==> config.mk <==
export PLATFORM = sky130hd
export DESIGN_NAME = script_output_classifier_top
export DESIGN_NICKNAME = d
export VERILOG_FILES = /design/src/rtl/core/soc_pkg.sv /design/src/rtl/core/soc_front.sv /design/src/rtl/core/soc_queue.sv /design/src/rtl/core/soc_back.sv /design/src/rtl/core/script_output_classifier_top.sv
export SDC_FILE = /design/constraint.sdc
export NUM_CORES = 1
export LEC_CHECK = 0
export ABC_AREA = 1
export BUFFER_PORTS_ARGS = -buffer_cell sky130_fd_sc_hd__buf_4
export CORE_MARGIN = 3
export CORE_UTILIZATION = 59
export DETAILED_ROUTE_END_ITERATION = 8
export PLACE_DENSITY = 0.89
export SLEW_MARGIN = 10
export SYNTH_ARGS = -nofsm -noshare
export SYNTH_HDL_FRONTEND = slang
export SYNTH_HIERARCHICAL = 1
export SYNTH_SLANG_ARGS = --single-unit
==> constraint.sdc <==
create_clock -name i_clk -period 15.5 [get_ports i_clk]
set_clock_uncertainty 0.2 [all_clocks]
set_input_delay 0.775 -clock i_clk [delete_from_list [all_inputs] [get_ports i_clk]]
set_output_delay 0.775 -clock i_clk [all_outputs]
set_load 0.02 [all_outputs]
==> src/rtl/core/soc_pkg.sv <==
`timescale 1ns / 1ps
// ----------------------------------------------------------------------------
// soc_pkg: shared types and constants
// Types, opcode codes and limits for the output script classifier.
// ----------------------------------------------------------------------------
package soc_pkg;

    localparam int LENGTH_BITS = 32;
    localparam int MAX_OPS     = 20;
    localparam int EARLY_OPS   = 5;
    localparam int HASH_BYTES  = 20;
    localparam int KEY_MIN     = 33;
    localparam int KEY_MAX     = 120;
    localparam int MULTI_MAX   = 16 + 3;

    localparam logic [7:0] OP_0               = 8'h00;
    localparam logic [7:0] OP_LEN1            = 8'h4c;
    localparam logic [7:0] OP_LEN2            = 8'h4d;
    localparam logic [7:0] OP_LEN4            = 8'h4e;
    localparam logic [7:0] OP_1               = 8'h51;
    localparam logic [7:0] OP_16              = 8'h60;
    localparam logic [7:0] OP_DUP             = 8'h76;
    localparam logic [7:0] OP_SAME            = 8'h87;
    localparam logic [7:0] OP_SAME_CHECK      = 8'h88;
    localparam logic [7:0] OP_HASH20          = 8'ha9;
    localparam logic [7:0] OP_SIG_CHECK       = 8'hac;
    localparam logic [7:0] OP_MULTI_SIG_CHECK = 8'hae;

    localparam logic [2:0] CLS_NONSTD   = 3'd0;
    localparam logic [2:0] CLS_PKH      = 3'd1;
    localparam logic [2:0] CLS_SH       = 3'd2;
    localparam logic [2:0] CLS_PK       = 3'd3;
    localparam logic [2:0] CLS_MULTISIG = 3'd4;

    typedef enum logic [1:0] {
        PH_OP   = 2'd0,
        PH_LEN  = 2'd1,
        PH_DATA = 2'd2,
        PH_SKIP = 2'd3
    } t_phase;

    typedef struct packed {
        logic [2:0]   script_class;
        logic         truncated;
        logic         hash_found;
        logic [159:0] hash;
    } t_result;

    typedef struct packed {
        logic full;
        logic empty;
    } t_q_flags;

endpackage

==> src/rtl/core/soc_front.sv <==
`timescale 1ns / 1ps
// ----------------------------------------------------------------------------
// soc_front: script parser and classifier
// Splits script bytes into operations and forms one result on the last byte.
// ----------------------------------------------------------------------------
module soc_front (
    input  logic             i_clk,
    input  logic             i_rst_n,
    input  logic             i_take,
    input  logic [7:0]       i_script_byte,
    input  logic             i_last_byte,
    output logic             o_push,
    output soc_pkg::t_result o_result
);

    soc_pkg::t_phase r_phase, n_phase;
    logic [2:0]  r_lbl, n_lbl;
    logic [31:0] r_plen, n_plen;
    logic [31:0] r_dbl, n_dbl;
    logic [4:0]  r_opc, n_opc;
    logic [7:0]  r_eop [soc_pkg::EARLY_OPS];
    logic [7:0]  n_eop [soc_pkg::EARLY_OPS];
    logic [soc_pkg::EARLY_OPS-1:0] r_etw, n_etw;
    logic [9:0]  r_tail [2];
    logic [9:0]  n_tail [2];
    logic        r_mak, n_mak;
    logic [7:0]  r_hash [soc_pkg::HASH_BYTES];
    logic [7:0]  n_hash [soc_pkg::HASH_BYTES];

    function automatic logic small_int(input logic [7:0] op);
        small_int = (op == soc_pkg::OP_0) ||
                    (op >= soc_pkg::OP_1 && op <= soc_pkg::OP_16);
    endfunction

    always_comb begin
        logic [31:0] len;
        logic        mark;
        logic        key;
        logic        tw;
        logic [4:0]  idx;
        n_phase = r_phase;
        n_lbl   = r_lbl;
        n_plen  = r_plen;
        n_dbl   = r_dbl;
        n_opc   = r_opc;
        n_eop   = r_eop;
        n_etw   = r_etw;
        n_tail  = r_tail;
        n_mak   = r_mak;
        n_hash  = r_hash;
        len     = 32'd0;
        mark    = 1'b0;
        key     = 1'b0;
        tw      = 1'b0;
        idx     = 5'd0;
        unique case (r_phase)
            soc_pkg::PH_OP: begin
                if (r_opc >= 5'd3) n_mak = r_mak & r_tail[0][8];
                n_tail[0] = r_tail[1];
                n_tail[1] = {2'b00, i_script_byte};
                if (r_opc < 5'(soc_pkg::EARLY_OPS)) begin
                    n_eop[r_opc[2:0]] = i_script_byte;
                    n_etw[r_opc[2:0]] = 1'b0;
                end
                if (r_opc < 5'(soc_pkg::MAX_OPS)) n_opc = r_opc + 5'd1;
                if (i_script_byte < soc_pkg::OP_LEN1) begin
                    len  = {24'd0, i_script_byte};
                    mark = 1'b1;
                end else if (i_script_byte <= soc_pkg::OP_LEN4) begin
                    n_phase = soc_pkg::PH_LEN;
                    n_lbl   = (i_script_byte == soc_pkg::OP_LEN1) ? 3'd1 :
                              (i_script_byte == soc_pkg::OP_LEN2) ? 3'd2 : 3'd4;
                    n_plen  = 32'd0;
                    n_dbl   = 32'd0;
                end
            end
            soc_pkg::PH_LEN: begin
                if (r_dbl < 32'd32) n_plen = r_plen | ({24'd0, i_script_byte} << r_dbl[4:0]);
                n_dbl = r_dbl + 32'd8;
                if (r_lbl != 3'd0) n_lbl = r_lbl - 3'd1;
                if (n_lbl == 3'd0) begin
                    if ((n_plen >> soc_pkg::LENGTH_BITS) != 32'd0) begin
                        n_phase = soc_pkg::PH_SKIP;
                        n_dbl   = 32'd0;
                    end else begin
                        len  = n_plen;
                        mark = 1'b1;
                    end
                end
            end
            soc_pkg::PH_DATA: begin
                if (r_opc == 5'd3 && r_etw[2] && r_dbl <= 32'd20) begin
                    idx = 5'(32'd20 - r_dbl);
                    if (idx < 5'(soc_pkg::HASH_BYTES)) n_hash[idx] = i_script_byte;
                end
                n_dbl = r_dbl - 32'd1;
                if (n_dbl == 32'd0) n_phase = soc_pkg::PH_OP;
            end
            default: begin
            end
        endcase
        if (mark) begin
            key = (len >= 32'(soc_pkg::KEY_MIN)) && (len <= 32'(soc_pkg::KEY_MAX));
            tw  = (len == 32'(soc_pkg::HASH_BYTES));
            n_tail[1] = n_tail[1] | {tw, key, 8'd0};
            if (n_opc >= 5'd1 && n_opc <= 5'(soc_pkg::EARLY_OPS))
                n_etw[3'(n_opc - 5'd1)] = tw;
            n_dbl   = len;
            n_phase = (len != 32'd0) ? soc_pkg::PH_DATA : soc_pkg::PH_OP;
        end
    end

    always_comb begin
        logic trunc;
        logic bad;
        logic found;
        trunc = (n_phase == soc_pkg::PH_LEN) ||
                (n_phase == soc_pkg::PH_DATA && n_dbl != 32'd0);
        bad   = trunc || (n_phase == soc_pkg::PH_SKIP);
        o_result.script_class = soc_pkg::CLS_NONSTD;
        if (!bad) begin
            if (n_opc == 5'd5 && n_eop[0] == soc_pkg::OP_DUP &&
                n_eop[1] == soc_pkg::OP_HASH20 && n_etw[2] &&
                n_eop[3] == soc_pkg::OP_SAME_CHECK && n_eop[4] == soc_pkg::OP_SIG_CHECK)
                o_result.script_class = soc_pkg::CLS_PKH;
            else if (n_opc == 5'd3 && n_eop[0] == soc_pkg::OP_HASH20 && n_etw[1] &&
                     n_eop[2] == soc_pkg::OP_SAME)
                o_result.script_class = soc_pkg::CLS_SH;
            else if (n_opc == 5'd2 && n_tail[0][8] && n_tail[1][7:0] == soc_pkg::OP_SIG_CHECK)
                o_result.script_class = soc_pkg::CLS_PK;
            else if (n_opc >= 5'd3 && n_opc <= 5'(soc_pkg::MULTI_MAX) &&
                     small_int(n_eop[0]) && small_int(n_tail[0][7:0]) &&
                     n_tail[1][7:0] == soc_pkg::OP_MULTI_SIG_CHECK && n_mak)
                o_result.script_class = soc_pkg::CLS_MULTISIG;
        end
        found = (n_opc >= 5'd3) && n_etw[2] &&
                !(trunc && n_phase == soc_pkg::PH_DATA && n_opc == 5'd3);
        o_result.truncated  = trunc;
        o_result.hash_found = found;
        for (int i = 0; i < soc_pkg::HASH_BYTES; i++) begin
            o_result.hash[159-8*i -: 8] = found ? n_hash[i] : 8'd0;
        end
        o_push = i_take && i_last_byte;
    end

    always_ff @(posedge i_clk) begin
        if (!i_rst_n || (i_take && i_last_byte)) begin
            r_phase <= soc_pkg::PH_OP;
            r_lbl   <= 3'd0;
            r_plen  <= 32'd0;
            r_dbl   <= 32'd0;
            r_opc   <= 5'd0;
            for (int i = 0; i < soc_pkg::EARLY_OPS; i++) r_eop[i] <= 8'd0;
            r_etw   <= '0;
            r_tail[0] <= 10'd0;
            r_tail[1] <= 10'd0;
            r_mak   <= 1'b1;
        end else if (i_take) begin
            r_phase <= n_phase;
            r_lbl   <= n_lbl;
            r_plen  <= n_plen;
            r_dbl   <= n_dbl;
            r_opc   <= n_opc;
            r_eop   <= n_eop;
            r_etw   <= n_etw;
            r_tail  <= n_tail;
            r_mak   <= n_mak;
        end
    end

    always_ff @(posedge i_clk) begin
        if (i_take) r_hash <= n_hash;
    end

endmodule

==> src/rtl/core/soc_queue.sv <==
`timescale 1ns / 1ps
// ----------------------------------------------------------------------------
// soc_queue: two-entry result queue
// Decouples the parser from the output stage.
// ----------------------------------------------------------------------------
module soc_queue (
    input  logic              i_clk,
    input  logic              i_rst_n,
    input  logic              i_push,
    input  soc_pkg::t_result  i_data,
    input  logic              i_pop,
    output soc_pkg::t_result  o_data,
    output soc_pkg::t_q_flags o_flags
);

    soc_pkg::t_result r_mem [2];
    logic       r_wptr, r_rptr;
    logic [1:0] r_count;

    assign o_data        = r_mem[r_rptr];
    assign o_flags.full  = (r_count == 2'd2);
    assign o_flags.empty = (r_count == 2'd0);

    always_ff @(posedge i_clk) begin
        if (!i_rst_n) begin
            r_wptr  <= 1'b0;
            r_rptr  <= 1'b0;
            r_count <= 2'd0;
        end else begin
            if (i_push) r_wptr <= ~r_wptr;
            if (i_pop) r_rptr <= ~r_rptr;
            r_count <= r_count + {1'b0, i_push} - {1'b0, i_pop};
        end
    end

    always_ff @(posedge i_clk) begin
        if (i_push) r_mem[r_wptr] <= i_data;
    end

endmodule

==> src/rtl/core/soc_back.sv <==
`timescale 1ns / 1ps
// ----------------------------------------------------------------------------
// soc_back: output stage
// Holds one result on the output channel until it is taken.
// ----------------------------------------------------------------------------
module soc_back (
    input  logic              i_clk,
    input  logic              i_rst_n,
    input  soc_pkg::t_q_flags i_flags,
    input  soc_pkg::t_result  i_data,
    output logic              o_pop,
    input  logic              i_stall,
    output logic              o_valid,
    output logic [2:0]        o_script_class,
    output logic              o_truncated,
    output logic              o_hash_found,
    output logic [63:0]       o_hash_upper,
    output logic [63:0]       o_hash_middle,
    output logic [31:0]       o_hash_lower
);

    logic             r_valid;
    soc_pkg::t_result r_res;

    assign o_pop          = !i_flags.empty && (!r_valid || !i_stall);
    assign o_valid        = r_valid;
    assign o_script_class = r_res.script_class;
    assign o_truncated    = r_res.truncated;
    assign o_hash_found   = r_res.hash_found;
    assign o_hash_upper   = r_res.hash[159:96];
    assign o_hash_middle  = r_res.hash[95:32];
    assign o_hash_lower   = r_res.hash[31:0];

    always_ff @(posedge i_clk) begin
        if (!i_rst_n) begin
            r_valid <= 1'b0;
        end else if (!r_valid || !i_stall) begin
            r_valid <= !i_flags.empty;
        end
    end

    always_ff @(posedge i_clk) begin
        if (o_pop) r_res <= i_data;
    end

endmodule

==> src/rtl/core/script_output_classifier_top.sv <==
`timescale 1ns / 1ps
// ----------------------------------------------------------------------------
// script_output_classifier_top: output script classifier
// Parses an output script byte by byte and reports its class on the last byte.
//
//   channel  | direction | handshake          | payload
//   ---------+-----------+--------------------+-------------------------------
//   script   | in        | i_valid / o_stall  | i_script_byte, i_last_byte
//   result   | out       | o_valid / i_stall  | o_script_class .. o_hash_lower
//
// One byte per cycle while o_stall is low; the parser registers update in the cycle of the transfer.
// After the edge that takes its last byte, a result passes through a two-entry
// queue and then the output register before it shows on o_valid.
// o_stall rises only when the queue is full. Reset is synchronous, active low.
// ----------------------------------------------------------------------------
module script_output_classifier_top (
    input  logic        i_clk,
    input  logic        i_rst_n,
    input  logic        i_valid,
    output logic        o_stall,
    input  logic [7:0]  i_script_byte,
    input  logic        i_last_byte,
    output logic        o_valid,
    input  logic        i_stall,
    output logic [2:0]  o_script_class,
    output logic        o_truncated,
    output logic        o_hash_found,
    output logic [63:0] o_hash_upper,
    output logic [63:0] o_hash_middle,
    output logic [31:0] o_hash_lower
);

    logic              take;
    logic              push;
    logic              pop;
    soc_pkg::t_result  fr_res;
    soc_pkg::t_result  q_res;
    soc_pkg::t_q_flags q_flags;

    assign o_stall = q_flags.full;
    assign take    = i_valid && !o_stall;

    soc_front u_front (
        .i_clk         (i_clk),
        .i_rst_n       (i_rst_n),
        .i_take        (take),
        .i_script_byte (i_script_byte),
        .i_last_byte   (i_last_byte),
        .o_push        (push),
        .o_result      (fr_res)
    );

    soc_queue u_queue (
        .i_clk   (i_clk),
        .i_rst_n (i_rst_n),
        .i_push  (push),
        .i_data  (fr_res),
        .i_pop   (pop),
        .o_data  (q_res),
        .o_flags (q_flags)
    );

    soc_back u_back (
        .i_clk          (i_clk),
        .i_rst_n        (i_rst_n),
        .i_flags        (q_flags),
        .i_data         (q_res),
        .o_pop          (pop),
        .i_stall        (i_stall),
        .o_valid        (o_valid),
        .o_script_class (o_script_class),
        .o_truncated    (o_truncated),
        .o_hash_found   (o_hash_found),
        .o_hash_upper   (o_hash_upper),
        .o_hash_middle  (o_hash_middle),
        .o_hash_lower   (o_hash_lower)
    );

    a_class_not_trunc: assert property (@(posedge i_clk) disable iff (!i_rst_n)
        o_valid && o_script_class != soc_pkg::CLS_NONSTD |-> !o_truncated)
        else $error("classified script reported truncated");

    a_hash_zero: assert property (@(posedge i_clk) disable iff (!i_rst_n)
        o_valid && !o_hash_found |-> o_hash_upper == 64'd0 && o_hash_middle == 64'd0 &&
        o_hash_lower == 32'd0)
        else $error("hash not cleared without a hash push");

    a_pkh_hash: assert property (@(posedge i_clk) disable iff (!i_rst_n)
        o_valid && o_script_class == soc_pkg::CLS_PKH |-> o_hash_found)
        else $error("pubkey hash class without hash");

    a_push_room: assert property (@(posedge i_clk) disable iff (!i_rst_n)
        push |-> !q_flags.full || pop)
        else $error("result pushed into full queue");

endmodule
; After elaboration in Yosys (flattened, before gate mapping)
; Memory sizes are Yosys's and may differ from the RTL's. A register that Yosys moved wholly into a read port is not among the register bits.
; Cells that the tools add are included.
[word_totals]
regBits = 304
mem_bits_rw = 330
input_bits = 13
output_inout_bits = 167
elab_cells = 242
memories = 1
[classes]
addsub = 8
n_lt_le_gt_ge = 26
n_eq_ne = 23
shifts = 1
n_mux = 80
n_bitwise = 9
n_reduce_logical = 56
[mem_list]
columns = memory, words, width, read_ports, rd_ports_with_merged_regs, write_ports, line
row1 = u_queue.r_mem, 2, 165, 1, 1, 1, soc_queue.sv:16  ; soc_pkg::t_result r_mem [2];
[op_table]
columns = operator, n
row1 = 2-to-1 mux 160 bit, 3
row2 = 2-to-1 mux 32 bit, 7
row3 = 2-to-1 mux 8 bit, 23
row4 = bitwise mux 160 bit, 1
row5 = case mux 32 bit (2 select lines), 2
row6 = case mux 32 bit (3 select lines), 1
row7 = 2-to-1 mux 40 bit, 2
row8 = nonzero test 32 bit, 2
row9 = equality test 8 bit (second input constant), 7
row10 = bitwise mux 40 bit, 1
row11 = demux 8 bit (select 5 bit), 1
row12 = logical AND 1 bit, 33
row13 = 2-to-1 mux 3 bit, 11
row14 = adder 32 x 4 -> 32 bit (second input constant), 1
row15 = equality test 32 x 5 -> 1 bit (second input constant), 1
row16 = >= comparator 32 x 6 -> 1 bit (second input constant), 1
row17 = <= comparator 32 x 5 -> 1 bit (second input constant), 1
row18 = <= comparator 32 x 7 -> 1 bit (second input constant), 1
row19 = zero test 32 bit, 1
row20 = less-than comparator 32 x 6 -> 1 bit (second input constant), 1
row21 = OR 32 bit, 1
row22 = << shifter 8 x 5 -> 32 bit, 1
row23 = subtractor 32 x 1 -> 32 bit (second input constant), 1
row24 = 2-to-1 mux 5 bit, 6
row25 = 52 further kinds, 93

; Longest topological paths before layout
[depth]
word_depth = 20
ltp_mapped = 25

; By module
; The synthesis kept the hierarchy.
[by_module_without_submodules]
columns = mod, n_inst, cells_per_inst, area_per_inst_um2, seq_area_each_um2
row1 = soc_front, 1, 2869, 19785.2, 7507.2
row2 = soc_queue, 1, 546, 12189.2, 10009.6
row3 = soc_back, 1, 170, 4996.0, 4974.8
row4 = script_output_classifier_top, 1, 2, 10.0, 0.0

; Least setup slack after synthesis
; Ideal clock, no wire load.
[synth_timing]
path_kind = input -> register
startpoint = input port i_valid
endpoint = memory u_queue/r_mem[0][0] (netlist bit), enable pin
arrival_ns = 12.434
t_required_ns = 14.604
slack_ns = 2.170
cell_stages = 7
path_buffers = 1
path_cell_list = inv_1 -> nor2_2 -> clkbuf_1 -> nand2_1 -> inv_1 -> inv_1 -> nor2_1
[synth_via]
elab_chain_cells = 4
[synth_lines]
columns = element, line
row1 = start: declaration, script_output_classifier_top.sv:19  ; input logic i_valid,
row2 = logical AND 1 bit, script_output_classifier_top.sv:41  ; assign take = i_valid && !o_stall;
row3 = named net take, script_output_classifier_top.sv:33  ; logic take;
row4 = logical AND 1 bit, soc_front.sv:143  ; o_push = i_take && i_last_byte;
row5 = named net push, script_output_classifier_top.sv:34  ; logic push;
row6 = 2-to-1 mux 1 bit, soc_queue.sv:37  ; if (i_push) r_mem[r_wptr] <= i_data;
row7 = 2-to-1 mux 1 bit (not written as such), soc_queue.sv:37
row8 = end: declaration, soc_queue.sv:16
; The timed path passes the listed nets, and every way through them passes these cells.

==> summary.txt <==
GRT
  • GRT Util Overall: a little under a third
  • Largest net degree at the start of global routing: between 150 and 200
  • Number of antenna violations at the first check in global routing: 0
  • First-pass GRT wire length: 154,000 um
  • Gr ovfl total: 0
  • Vias in the first global route: 26,600

Logic synthesis
  • Avg Inst Size Synth: 10.3 um^2
  • Synthesized netlist cell count: about 3,600
  • Sequential share of the synthesized area: 60.8%
  • Netlist area before placement: 37,000 um^2
  • Post-synthesis sequential element count: 796
  • Yosys cell types: 49
  • Synth Warn #: 6
  • Synthesized net count: around 3,600

Layout
  • Antenna fix cells: 0
  • Final-stage net count: about 3,700
  • Syn-to-layout area delta: 11.1%
  • Final core utilization: between 60% and 70%
  • Non-filler instance count after layout: approximately 4,600
  • Final design instance area without fill: 41,100 um^2
  • Number of fillers in the final layout: between 4,000 and 5,000
  • Ratio of cells with drive above 1 in the final layout: 17.3%

Setup path
  • Critical path data required time: 15.63 ns
  • Worst endpoint data arrival time: 6.78 ns
  • Crit end category: flop
  • Maximum net fanout on the critical path: 90
  • Type of origin of the critical path: input pin
  • Worst setup path class: in2reg

STA
  • Total negative slack: 0 ns
  • Setup slack of the critical path after layout: slightly below 9 ns
  • Final setup violation count: 0
  • Number of endpoints with negative hold slack in the final report: 0
  • Highest attainable clock frequency: between 0.15 and 0.2 GHz
  • Crit share post-route: 42.9%
  • Fin Hold WS: a little under 0.2 ns
  • Slew at the pin closest to its max-slew limit: ~1.1 ns
  • Worst relative slew slack: between 20% and 30%
  • Shortest period the worst path allows: 6.65 ns
  • Final count of pins violating max slew: 0
  • Setup repair after global routing missed its margin: no

Floorplan
  • Std cell rows: 91
  • DIE AREA: 65,700 um^2
  • Die extent in x: 256 um
  • Floorplan Core Area: 61,800 um^2
  • Chip height: about 260 um
  • Initial Util: 59.8%
  • Number of ports placed on the die boundary: 180

Clocking
  • # resized after CTS: 0
  • Post-CTS Repair Setup Buffers: 0
  • Hold_buf cts: 0
  • CTS H-tree lvls: 3
  • CTS clock-pin slew for the worst setup and hold paths: 0.06 ns
  • CTS sink cnt: 796
  • Clock root cell: clkbuf_16
  • CTS tree: done
  • Maximum count of clock buffers along a single path: 3
  • Number of buffers inserted during clock tree synthesis: 78
  • Worst skew pair latency: 0.63 ns

Routing
  • Number of iterations in the first detailed-routing pass: 6
  • Vias per std cell: roughly 6
  • Initial drt markers: between 3,000 and 4,000
  • Remaining antenna violation count: 0
  • Average detailed-routed wire length per instance: approximately 22 um
  • Count of vias placed by the detailed router: 27,600
  • Final Routed Wirelength: 102,000 um
  • Residual DRC count: 0

Pwr
  • Power per standard cell area: approximately 170 nW/um^2
  • Leakage power of the design: 16.7 nW
  • Worst-case vdd ir drop: 0.0934 mV
  • Total power draw: 7.14 mW

Place
  • Setup slack at placement: about 8.4 ns
  • Total placed instance area: 38,600 um^2
  • Number of buffers inserted by port buffering: around 180
  • Half-perimeter wire length of the detailed placement result: roughly 63,000 um
  • RePlAce Congestion: 1.02
  • DP Cell Count: approximately 4,500

Outcome
  • Status: complete, no violations

Run
  • Number of maximum-capacitance constraint violations: 0

Worst hold path
  • Worst min-delay path class: in2reg
-- cells by family (layout without fill, tap and decap cells) --
family	Yosys count	count (layout)	synth area share (%)
simple gates	1523	1523	19.2
flops	796	796	60.8
buf+inv	577	756	6.95
compound gates	485	485	6.84
mux	182	182	5.48
fa+ha+maj	16	16	0.541
xor+xnor	8	8	0.189
-- synth_stat cells, drive strengths merged --
cell type,instances,share of area [%]
o21ai,320,4.3
a31oi,1,0.017
o2111ai,1,0.024
nand3b,6,0.12
nor3b,16,0.32
o31ai,2,0.041
ha,16,0.54
o41a,1,0.030
mux2,165,5.0
a211oi,10,0.20
nand2,759,7.9
nor3,26,0.35
dfxtp,141,7.6
nand3,192,2.7
or2,1,0.017
a2111oi,1,0.024
nor2,485,7.1
a21oi,129,1.8
buf,96,2.1
edfxtp,655,53
o211ai,14,0.28
clkbuf,71,0.72
o21bai,3,0.061
nand4,32,0.54
a41oi,1,0.024
inv,406,4.1
a22oi,1,0.020
o22ai,1,0.017
and2,1,0.017
mux2i,17,0.46
xnor2,1,0.024
xor2,7,0.17
nor4,5,0.085
clkinv,4,0.044
-- area by class of cell --
| cell class | instances | area [um^2] | area share, % |
|---|---|---|---|
| Clock buffer | 97 | 2090 | 5.08 |
| Clock inverter | 44 | 392 | 0.953 |
| Inverter | 410 | 1550 | 3.77 |
| Multi-Input combinational cell | 2214 | 12000 | 29.1 |
| Sequential cell | 796 | 22500 | 54.8 |
| Tap cell | 837 | 1050 | 2.55 |
| Timing Repair Buffer | 205 | 1550 | 3.78 |
-- sequential cells by signal, summed over array words and instances (netlist names), 2 cells and up, named ones only --
signal                 flops
u_front/r_phase            2
u_back/o_script_class      3
u_back/o_hash_middle      64
u_front/r_plen            32
u_back/o_hash_upper       64
u_front/r_lbl              3
u_back/o_hash_lower       32
u_queue/r_mem            330
u_front/r_tail            18
u_front/r_eop             40
u_front/r_etw              2
u_front/r_dbl             32
u_front/r_opc              5
u_front/r_hash           160
u_queue/r_count            2
-- critical path: stages --
cell	delay [ns]
buf_4	0.17
inv_1	0.80
o21ai_1	0.19
nor2_2	0.26
nand2_1	0.12
nand2_2	0.55
inv_2	0.21
nor3_1	0.28
nand2_1	0.08
nor3_1	0.21
nand3b_1	0.18
a21oi_2	0.13
nand2_8	0.73
buf_4	0.99
buf_4	0.79
nor2_1	0.16
-- final timing paths --
path / endpoint / slack (ns) / cells past startpoint / startpoint
min: u_queue/r_count[0] / 0.20 / 3 / i_rst_n
max reg2reg: u_queue/r_mem[0][71] / 8.91 / 20 / u_front/r_phase[1]
min reg2reg: u_front/r_plen[18] / 0.27 / 2 / u_front/r_plen[18]
max: u_queue/r_mem[0][71] / 8.85 / 16 / i_script_byte[6]
-- per-layer routing --
metal  global-route usage, %  part of all wire (%)
met1                    37.3                    36
met2                    51.6                    49
met3                    4.72                   9.2
met4                    16.0                   6.0
met5                       0                     0
-- report_power, final --
part	internal (mW)	switching, mW
Sequential	2.90	0.225
Combinational	0.690	1.46
Clock	1.04	0.821
-- cells in the final DEF, fill, tap and decap left out, types with 100 or more instances in the layout --
cell type	count
dfxtp_1	140
edfxtp_1	655
o21ai_0	297
nor2_1	368
nand3_1	183
buf_4	204
nor2_4	100
a21oi_1	126
inv_1	388
mux2_2	165
nand2_1	744
Note: power is estimated with default switching activity, not from simulation.
